**src/hw/rtl/assert_macros.svh**
```systemverilog
// Assertion helpers shared by the RTL; every check is sampled on clk and muted in reset.
`ifndef ASSERT_MACROS_SVH
`define ASSERT_MACROS_SVH

// Condition holds on every active clock edge.
`define ASSERT_ALWAYS(lbl, cond, msg) \
    lbl: assert property (@(posedge clk) disable iff (!rst_n) (cond)) else $error(msg);

// Consequent holds on the same edge as the antecedent.
`define ASSERT_IMPLY(lbl, ante, cons, msg) \
    lbl: assert property (@(posedge clk) disable iff (!rst_n) (ante) |-> (cons)) else $error(msg);

// Consequent holds on the next clock edge after the antecedent.
`define ASSERT_NEXT(lbl, ante, cons, msg) \
    lbl: assert property (@(posedge clk) disable iff (!rst_n) (ante) |=> (cons)) else $error(msg);

`endif

```
**src/hw/rtl/mcma_pkg.sv**
```systemverilog
package mcma_pkg;

    localparam int CH_W       = 3;
    localparam int SAMPLE_W   = 7;
    localparam int CC_W       = 7;
    localparam int CC_REGS    = 6;
    localparam int CFG_IDX_W  = 3;
    localparam int CFG_DATA_W = 7;
    localparam int SAMPLE_MAX = 127;

    localparam int WINDOW_DEFAULT   = 10;
    localparam int CHANNELS_DEFAULT = 6;

    typedef logic [CC_W-1:0] cc_t;

    localparam cc_t CC_RESET [CC_REGS] = '{
        CC_W'(20), CC_W'(21), CC_W'(26), CC_W'(27), CC_W'(28), CC_W'(29)
    };

endpackage

```
**src/hw/rtl/mcma_cfg.sv**
```systemverilog
module mcma_cfg
(
    input  logic                             clk,
    input  logic                             rst_n,
    input  logic                             cfg_write,
    input  logic [mcma_pkg::CFG_IDX_W-1:0]   cfg_index,
    input  logic [mcma_pkg::CFG_DATA_W-1:0]  cfg_data,
    input  logic [mcma_pkg::CH_W-1:0]        rd_channel,
    output logic [mcma_pkg::CC_W-1:0]        rd_cc
);
    import mcma_pkg::*;

    cc_t cc_reg [CC_REGS];

    always_ff @(posedge clk or negedge rst_n)
    begin
        if (!rst_n)
        begin
            for (int i = 0; i < CC_REGS; i++)
            begin
                cc_reg[i] <= CC_RESET[i];
            end
        end
        else if (cfg_write)
        begin
            for (int i = 0; i < CC_REGS; i++)
            begin
                if (cfg_index == CFG_IDX_W'(i))
                begin
                    cc_reg[i] <= cfg_data[CC_W-1:0];
                end
            end
        end
    end

    always_comb
    begin
        rd_cc = '0;
        for (int i = 0; i < CC_REGS; i++)
        begin
            if (rd_channel == CH_W'(i))
            begin
                rd_cc = cc_reg[i];
            end
        end
    end

endmodule

```
**src/hw/rtl/mcma_ring.sv**
```systemverilog
`include "assert_macros.svh"

module mcma_ring
#(
    parameter int DEPTH = mcma_pkg::CHANNELS_DEFAULT * mcma_pkg::WINDOW_DEFAULT,
    parameter int AW    = (DEPTH > 1) ? $clog2(DEPTH) : 1
)
(
    input  logic                              clk,
    input  logic                              rst_n,
    input  logic                              rd_en,
    input  logic [AW-1:0]                     rd_addr,
    output logic [mcma_pkg::SAMPLE_W-1:0]     rd_data,
    input  logic                              wr_en,
    input  logic [AW-1:0]                     wr_addr,
    input  logic [mcma_pkg::SAMPLE_W-1:0]     wr_data
);
    import mcma_pkg::*;

    logic [SAMPLE_W-1:0] mem [DEPTH];
    logic [DEPTH-1:0]    valid_reg;
    logic [SAMPLE_W-1:0] rd_data_reg;
    logic                rd_valid_reg;
    logic                bypass;

    assign bypass = rd_en && wr_en && (rd_addr == wr_addr);

    always_ff @(posedge clk)
    begin
        if (wr_en)
        begin
            mem[wr_addr] <= wr_data;
        end
        if (rd_en)
        begin
            rd_data_reg <= bypass ? wr_data : mem[rd_addr];
        end
    end

    always_ff @(posedge clk or negedge rst_n)
    begin
        if (!rst_n)
        begin
            valid_reg    <= '0;
            rd_valid_reg <= 1'b0;
        end
        else
        begin
            if (wr_en)
            begin
                valid_reg[wr_addr] <= 1'b1;
            end
            if (rd_en)
            begin
                rd_valid_reg <= bypass || valid_reg[rd_addr];
            end
        end
    end

    assign rd_data = rd_valid_reg ? rd_data_reg : '0;

    `ASSERT_NEXT(a_ring_bypass, bypass, rd_data == $past(wr_data), "ring bypass lost write")
    `ASSERT_NEXT(a_ring_mark, wr_en, valid_reg[$past(wr_addr)], "ring entry not marked")
    `ASSERT_IMPLY(a_ring_zero, !rd_valid_reg, rd_data == '0, "unwritten entry not zero")

endmodule

```
**src/hw/rtl/mcma_avg.sv**
```systemverilog
module mcma_avg
#(
    parameter int WINDOW = mcma_pkg::WINDOW_DEFAULT,
    parameter int SUM_W  = $clog2(WINDOW * mcma_pkg::SAMPLE_MAX + 1)
)
(
    input  logic [SUM_W-1:0]              sum,
    output logic [mcma_pkg::SAMPLE_W-1:0] avg
);
    import mcma_pkg::*;

    localparam int L     = $clog2(WINDOW);
    localparam int SHIFT = SUM_W + L;
    localparam int RECIP = ((1 << SHIFT) + WINDOW - 1) / WINDOW;
    localparam int M_W   = SHIFT + 1;
    localparam int P_W   = SUM_W + M_W;

    logic [P_W-1:0] prod;

    assign prod = P_W'(sum) * P_W'(RECIP);
    assign avg  = prod[SHIFT +: SAMPLE_W];

endmodule

```
**src/hw/rtl/multichannel_moving_average_cc.sv**
```systemverilog
// Channel  Direction  Handshake             Beat
// in       receive    in_valid / in_stall   channel, sample_value, freeze
// out      send       out_valid / out_stall out_channel, cc_number, cc_value
// cfg      receive    cfg_write             cfg_index, cfg_data
//
// One beat per cycle sustained while out_stall is low; stages one, two and three register each beat in turn.
// The ring read is registered at accept; stage two forms the new running sum and writes
// the ring, stage three divides by the window with a reciprocal multiply.
// Asynchronous active-low reset clears ring valid bits, positions and sums at once; no clearing pass.
// A stalled output lets the empty stages behind it keep filling before in_stall rises.
`include "assert_macros.svh"

module multichannel_moving_average_cc
#(
    parameter int WINDOW   = mcma_pkg::WINDOW_DEFAULT,
    parameter int CHANNELS = mcma_pkg::CHANNELS_DEFAULT
)
(
    input  logic                             clk,
    input  logic                             rst_n,
    input  logic                             in_valid,
    output logic                             in_stall,
    input  logic [mcma_pkg::CH_W-1:0]        channel,
    input  logic [mcma_pkg::SAMPLE_W-1:0]    sample_value,
    input  logic                             freeze,
    output logic                             out_valid,
    input  logic                             out_stall,
    output logic [mcma_pkg::CH_W-1:0]        out_channel,
    output logic [mcma_pkg::CC_W-1:0]        cc_number,
    output logic [mcma_pkg::SAMPLE_W-1:0]    cc_value,
    input  logic                             cfg_write,
    input  logic [mcma_pkg::CFG_IDX_W-1:0]   cfg_index,
    input  logic [mcma_pkg::CFG_DATA_W-1:0]  cfg_data
);
    import mcma_pkg::*;

    localparam int DEPTH   = CHANNELS * WINDOW;
    localparam int AW      = (DEPTH > 1) ? $clog2(DEPTH) : 1;
    localparam int CW      = (CHANNELS > 1) ? $clog2(CHANNELS) : 1;
    localparam int PW      = (WINDOW > 1) ? $clog2(WINDOW) : 1;
    localparam int SUM_MAX = WINDOW * SAMPLE_MAX;
    localparam int SUM_W   = $clog2(SUM_MAX + 1);

    localparam logic [PW-1:0] POS_LAST = PW'(WINDOW - 1);
    localparam logic [AW-1:0] WIN_A    = AW'(WINDOW);

    logic [PW-1:0]    pos_reg [CHANNELS];
    logic [SUM_W-1:0] sum_reg [CHANNELS];

    logic                s1_valid_reg;
    logic [CH_W-1:0]     s1_channel_reg;
    logic [SAMPLE_W-1:0] s1_sample_reg;
    logic [AW-1:0]       s1_addr_reg;
    logic [PW-1:0]       s1_pos_reg;

    logic                s2_valid_reg;
    logic [CH_W-1:0]     s2_channel_reg;
    logic [SAMPLE_W-1:0] s2_sample_reg;
    logic [SUM_W-1:0]    s2_sum_reg;

    logic                out_valid_reg;
    logic [CH_W-1:0]     out_channel_reg;
    logic [CC_W-1:0]     cc_number_reg;
    logic [SAMPLE_W-1:0] cc_value_reg;

    logic                en1, en2, en3;
    logic                accept, take;
    logic                ch_ok;
    logic [CW-1:0]       in_idx, s1_idx;
    logic [PW-1:0]       in_pos, pos_next;
    logic [AW-1:0]       rd_addr;
    logic [SAMPLE_W-1:0] old_sample;
    logic [SUM_W-1:0]    sum_next;
    logic                s1_move;
    logic [SAMPLE_W-1:0] avg;
    logic [CC_W-1:0]     cc_lookup;

    assign en3      = !out_valid_reg || !out_stall;
    assign en2      = !s2_valid_reg || en3;
    assign en1      = !s1_valid_reg || en2;
    assign in_stall = !en1;
    assign accept   = in_valid && en1;

    assign ch_ok    = int'(channel) < CHANNELS;
    assign take     = accept && !freeze && ch_ok;
    assign in_idx   = CW'(channel);
    assign in_pos   = pos_reg[in_idx];
    assign pos_next = (in_pos == POS_LAST) ? '0 : in_pos + PW'(1);
    assign rd_addr  = AW'(in_idx) * WIN_A + AW'(in_pos);

    assign s1_idx   = CW'(s1_channel_reg);
    assign s1_move  = s1_valid_reg && en2;
    assign sum_next = sum_reg[s1_idx] - SUM_W'(old_sample) + SUM_W'(s1_sample_reg);

    mcma_ring #(
        .DEPTH (DEPTH),
        .AW    (AW)
    ) u_ring (
        .clk     (clk),
        .rst_n   (rst_n),
        .rd_en   (en1),
        .rd_addr (rd_addr),
        .rd_data (old_sample),
        .wr_en   (s1_move),
        .wr_addr (s1_addr_reg),
        .wr_data (s1_sample_reg)
    );

    mcma_avg #(
        .WINDOW (WINDOW),
        .SUM_W  (SUM_W)
    ) u_avg (
        .sum (s2_sum_reg),
        .avg (avg)
    );

    mcma_cfg u_cfg (
        .clk        (clk),
        .rst_n      (rst_n),
        .cfg_write  (cfg_write),
        .cfg_index  (cfg_index),
        .cfg_data   (cfg_data),
        .rd_channel (s2_channel_reg),
        .rd_cc      (cc_lookup)
    );

    always_ff @(posedge clk or negedge rst_n)
    begin
        if (!rst_n)
        begin
            for (int i = 0; i < CHANNELS; i++)
            begin
                pos_reg[i] <= '0;
                sum_reg[i] <= '0;
            end
            s1_valid_reg  <= 1'b0;
            s2_valid_reg  <= 1'b0;
            out_valid_reg <= 1'b0;
        end
        else
        begin
            if (take)
            begin
                pos_reg[in_idx] <= pos_next;
            end
            if (s1_move)
            begin
                sum_reg[s1_idx] <= sum_next;
            end
            if (en1)
            begin
                s1_valid_reg <= take;
            end
            if (en2)
            begin
                s2_valid_reg <= s1_valid_reg;
            end
            if (en3)
            begin
                out_valid_reg <= s2_valid_reg && (avg != s2_sample_reg);
            end
        end
    end

    always_ff @(posedge clk)
    begin
        if (take)
        begin
            s1_channel_reg <= channel;
            s1_sample_reg  <= sample_value;
            s1_addr_reg    <= rd_addr;
            s1_pos_reg     <= in_pos;
        end
        if (s1_move)
        begin
            s2_channel_reg <= s1_channel_reg;
            s2_sample_reg  <= s1_sample_reg;
            s2_sum_reg     <= sum_next;
        end
        if (en3 && s2_valid_reg)
        begin
            out_channel_reg <= s2_channel_reg;
            cc_number_reg   <= cc_lookup;
            cc_value_reg    <= avg;
        end
    end

    assign out_valid   = out_valid_reg;
    assign out_channel = out_channel_reg;
    assign cc_number   = cc_number_reg;
    assign cc_value    = cc_value_reg;

    `ASSERT_IMPLY(a_sum_range, s1_valid_reg, int'(sum_next) <= SUM_MAX, "running sum out of range")
    `ASSERT_IMPLY(a_pos_range, s1_valid_reg, int'(s1_pos_reg) < WINDOW, "ring position out of range")
    `ASSERT_IMPLY(a_out_chan, out_valid_reg, int'(out_channel_reg) < CHANNELS, "bad channel out")
    `ASSERT_NEXT(a_out_src, !s2_valid_reg && en3, !out_valid_reg, "result without source beat")

endmodule
```
**config.mk**
```make
export PLATFORM = sky130hd
export DESIGN_NAME = multichannel_moving_average_cc
export DESIGN_NICKNAME = d
export VERILOG_FILES = /design/src/hw/rtl/mcma_pkg.sv /design/src/hw/rtl/mcma_cfg.sv /design/src/hw/rtl/mcma_ring.sv /design/src/hw/rtl/mcma_avg.sv /design/src/hw/rtl/multichannel_moving_average_cc.sv
export VERILOG_INCLUDE_DIRS = /design/src /design/src/hw/rtl
export SDC_FILE = /design/constraint.sdc
export NUM_CORES = 1
export LEC_CHECK = 0
export ABC_AREA = 1
export ABC_CLOCK_PERIOD_IN_PS = 4000
export BUFFER_PORTS_ARGS = -buffer_cell sky130_fd_sc_hd__buf_2
export CORE_ASPECT_RATIO = 1.2
export CORE_MARGIN = 4
export CORE_UTILIZATION = 28
export CTS_CLUSTER_SIZE = 14
export DETAILED_ROUTE_END_ITERATION = 8
export REMOVE_ABC_BUFFERS = 1
export SYNTH_ARGS = -nofsm -noshare
export SYNTH_HDL_FRONTEND = slang
export SYNTH_SLANG_ARGS = --single-unit
```
**constraint.sdc**
```tcl
create_clock -name clk -period 4 [get_ports clk]
set_input_delay 0.6 -clock clk [delete_from_list [all_inputs] [get_ports clk]]
set_output_delay 0.6 -clock clk [all_outputs]
set_load 0.05 [all_outputs]
```
==> impl_metrics.tcl <==
set metrics [dict create \
    initial_core_util 0.2820 \
    critical_path_required_ns 4.51 \
    clk_latency_ns 0.64 \
    slowest_stage "fa_2" \
    max_cap_violations 0 \
    die_h_um 374.8 \
    violations "hold timing, setup timing" \
    min_period_ns 4.502 \
    fin_hold_ws_ns -0.005176 \
    via_per_inst 4.551 \
    drtIter0Drc 1812 \
    synth_seq_cells 677 \
    htreeDepth 3 \
    cts_root_buf "clkbuf_16" \
    core-area_sq_um 111300 \
    finalSetupViolCount 8 \
    clock_path_buffers 3 \
    grt_pass1_vias 21834 \
    hold_viol 5 \
    ys_warn_count 0 \
    vias 22020 \
    syn_avg_cell_area_sq_um 10.10 \
    area_growth_pct 19.28 \
    ant_nets 0 \
    path_clk_slew_ns 0.06 \
    cpPeakStageDelay_ns 0.60 \
    min_path_type "input port to async pin" \
    grt-ovfl-total 0 \
    drc 0 \
    die_w_um 313.7 \
    timing.final.ws_setup_ns -0.5020 \
    wl_mm 79.67 \
    cts_hold_buf 0 \
    slew_viol_final 0 \
    crit_buf_inv 5 \
    rows 134 \
    io_buffers 44 \
    slew_headroom 0.2897 \
    drive_gt1_frac 0.1461 \
    io_pins 45 \
    ys_seq_area_frac 0.6170 \
    grt_pass1_wl_mm 124.3 \
    antenna_found_initial 0 \
    yosysTopAreaCellShare 0.4600 \
    synth_cell_types 49 \
    crit_top_cell "nand2_1" \
    critPathKind "flop to flop" \
    fillers 11182 \
    worstPathArrival_ns 5.01 \
    fin_crit_sh 1.126 \
    dp_slack_ns -0.6467 \
    fmax_mhz 222.1 \
    synthesis.instances 3110 \
    wire_per_inst_um 16.47 \
    crit_fanout 3 \
    grt_setup_unrepaired "yes" \
    fin_worst_skew_ns 0.03090 \
    syn_area_sq_um 31400 \
    die_area_sq_um 117600 \
    grt.total_usage 0.1332 \
    gp_congestion 0.8553 \
    crit_chain "buf_6 > ha_4 > inv_2 > fa_1 > fa_1 > inv_2 > fa_1 > fa_2 > ha_4 > a21o_4 > buf_6 > nor2_2 > nand2_1 > nand3_2 > buf_6 > nand3_2 > nand3_2 > nand2_1 > nor2_1 > nand3_1 > nand2_1 > nand2_1" \
    cts_tree "done" \
    crit_family "adder cells" \
    endpoint_kind "flop" \
    synth_area_leader_cell "edfxtp_1" \
    clkSinkCount 677 \
    worst_pin_slew_ns 1.057 \
    largest_reg_flops 420 \
    synthTopCellsByArea "edfxtp_1, dfrtp_1, nand2_1" \
    firstDrtPassIters 5 \
    numCtsBuffers 71 \
    status "finished with violations" \
    dp_hpwl_mm 51.45 \
    layout.nets 3434 \
    r2r_slack_ns -0.50 \
    grt_max_degree 105 \
    startpoint_type "flop" \
]
final timing paths:
check	startpoint	end	cells after the start
max	s2_sum_reg[9]	out_valid	22
min	rst_n	pos_reg[22]	1
max reg2reg	s2_sum_reg[9]	out_valid	22
min reg2reg	u_ring.valid_reg[9]	u_ring.valid_reg[9]	2
max in group asynchronous	rst_n	u_ring.valid_reg[30]	2
min in group clk	sample_value[4]	s1_sample_reg[4]	1
stage by stage:
stage / instance area, sq um / TNS [ns] / utilization / hold WS [ns] / instances
after floorplan: 30770 / -47.67 / - / 0.3044 / 2983
after global placement: 34390 / -6.155 / 0.3089 / 0.4386 / 4692
after detailed placement: 34390 / -6.437 / 0.3089 / 0.4436 / 4692
after CTS: 37140 / -1.908 / 0.3336 / 0.07475 / 4829
after global routing: 37450 / -4.582 / 0.3364 / 0.07312 / 4837
final: 37450 / -2.554 / 0.3364 / -0.005176 / 4838
logic make-up (layout without fill, tap and decap cells):
group           after synthesis  after routing  synth area share
simple gates               1353           1353            0.1797
compound gates              427            427           0.07504
xor+xnor                     20             20          0.005579
other cells                   0              1                 0
fa+ha+maj                   118            118           0.05635
flops                       677            677            0.6170
buf+inv                     515            746           0.06635
synthesized netlist by cell type, drive strengths merged:
| library cell | n |
|---|---|
| o211ai | 32 |
| nand2b | 1 |
| o21bai | 11 |
| nand4 | 14 |
| o211a | 1 |
| a221o | 1 |
| a211oi | 2 |
| or2 | 20 |
| clkbuf | 64 |
| inv | 379 |
| and3 | 3 |
| nor3 | 8 |
| a22oi | 3 |
| a2111oi | 2 |
| nand2 | 743 |
| xor2 | 10 |
| nor4 | 3 |
| a22o | 4 |
| nand3b | 4 |
| ha | 79 |
| fa | 39 |
| edfxtp | 481 |
| buf | 63 |
| dfstp | 19 |
| xnor2 | 10 |
| a221oi | 11 |
| o22ai | 10 |
| nand3 | 312 |
| a21oi | 77 |
| a21o | 1 |
| clkinv | 9 |
| o2111ai | 2 |
| o21ai | 268 |
| a31oi | 2 |
| dfrtp | 177 |
| nor2 | 245 |
worst reg2reg max path: stages, from the launching register on:
cell and delay, ns:
edfxtp_1 0.43, buf_6 0.15, ha_4 0.26, inv_2 0.03, fa_1 0.45, fa_1 0.51, inv_2 0.04, fa_1 0.48
fa_2 0.60, ha_4 0.22, a21o_4 0.24, buf_6 0.12, nor2_2 0.09, nand2_1 0.08, nand3_2 0.11, buf_6 0.11
nand3_2 0.08, nand3_2 0.08, nand2_1 0.05, nor2_1 0.10, nand3_1 0.07, nand2_1 0.07, nand2_1 0.04
cells in the final DEF, fill, tap and decap left out, types with 19 or more instances in the layout:
| cell | count |
|---|---|
| o21ai_1 | 48 |
| dfstp_2 | 19 |
| nor2_1 | 235 |
| buf_12 | 19 |
| or2_2 | 19 |
| buf_2 | 43 |
| o21ai_0 | 214 |
| nand2_1 | 722 |
| ha_1 | 63 |
| dfrtp_1 | 177 |
| edfxtp_1 | 481 |
| nand3_1 | 298 |
| inv_1 | 362 |
| fa_1 | 36 |
| o211ai_1 | 32 |
| clkbuf_16 | 72 |
| buf_4 | 157 |
| a21oi_1 | 63 |
area by class of cell:
type | count | area, sq um | area share
clock inverters | 37 | 406.6 | 0.01086
well taps | 1496 | 1872 | 0.04998
diodes | 1 | 2.502 | 0.00006682
repair buffers | 234 | 1946 | 0.05195
flip-flops and latches | 677 | 19370 | 0.5173
inverters | 388 | 1461 | 0.03902
multi-input cells | 1918 | 10520 | 0.2809
clock buffers | 87 | 1868 | 0.04988
repair_timing:
item | in CTS | in global routing
hold endpoints to repair | 0 | 0
resized for setup | 82 | 59
pin swaps | 30 | 39
setup buffers | 14 | 8
setup endpoints to repair | 34 | 31
layer usage:
layer,vias up,track usage,share of wire
met5,-,0,0
met4,0,0.04185,0.026
met1,10665,0.1717,0.43
li1,10747,-,-
met3,121,0.02012,0.046
met2,487,0.2303,0.49
Power is left out: the tool's default activity adds up to more than one toggle a clock period on the data nets, which glitch-free logic cannot reach.
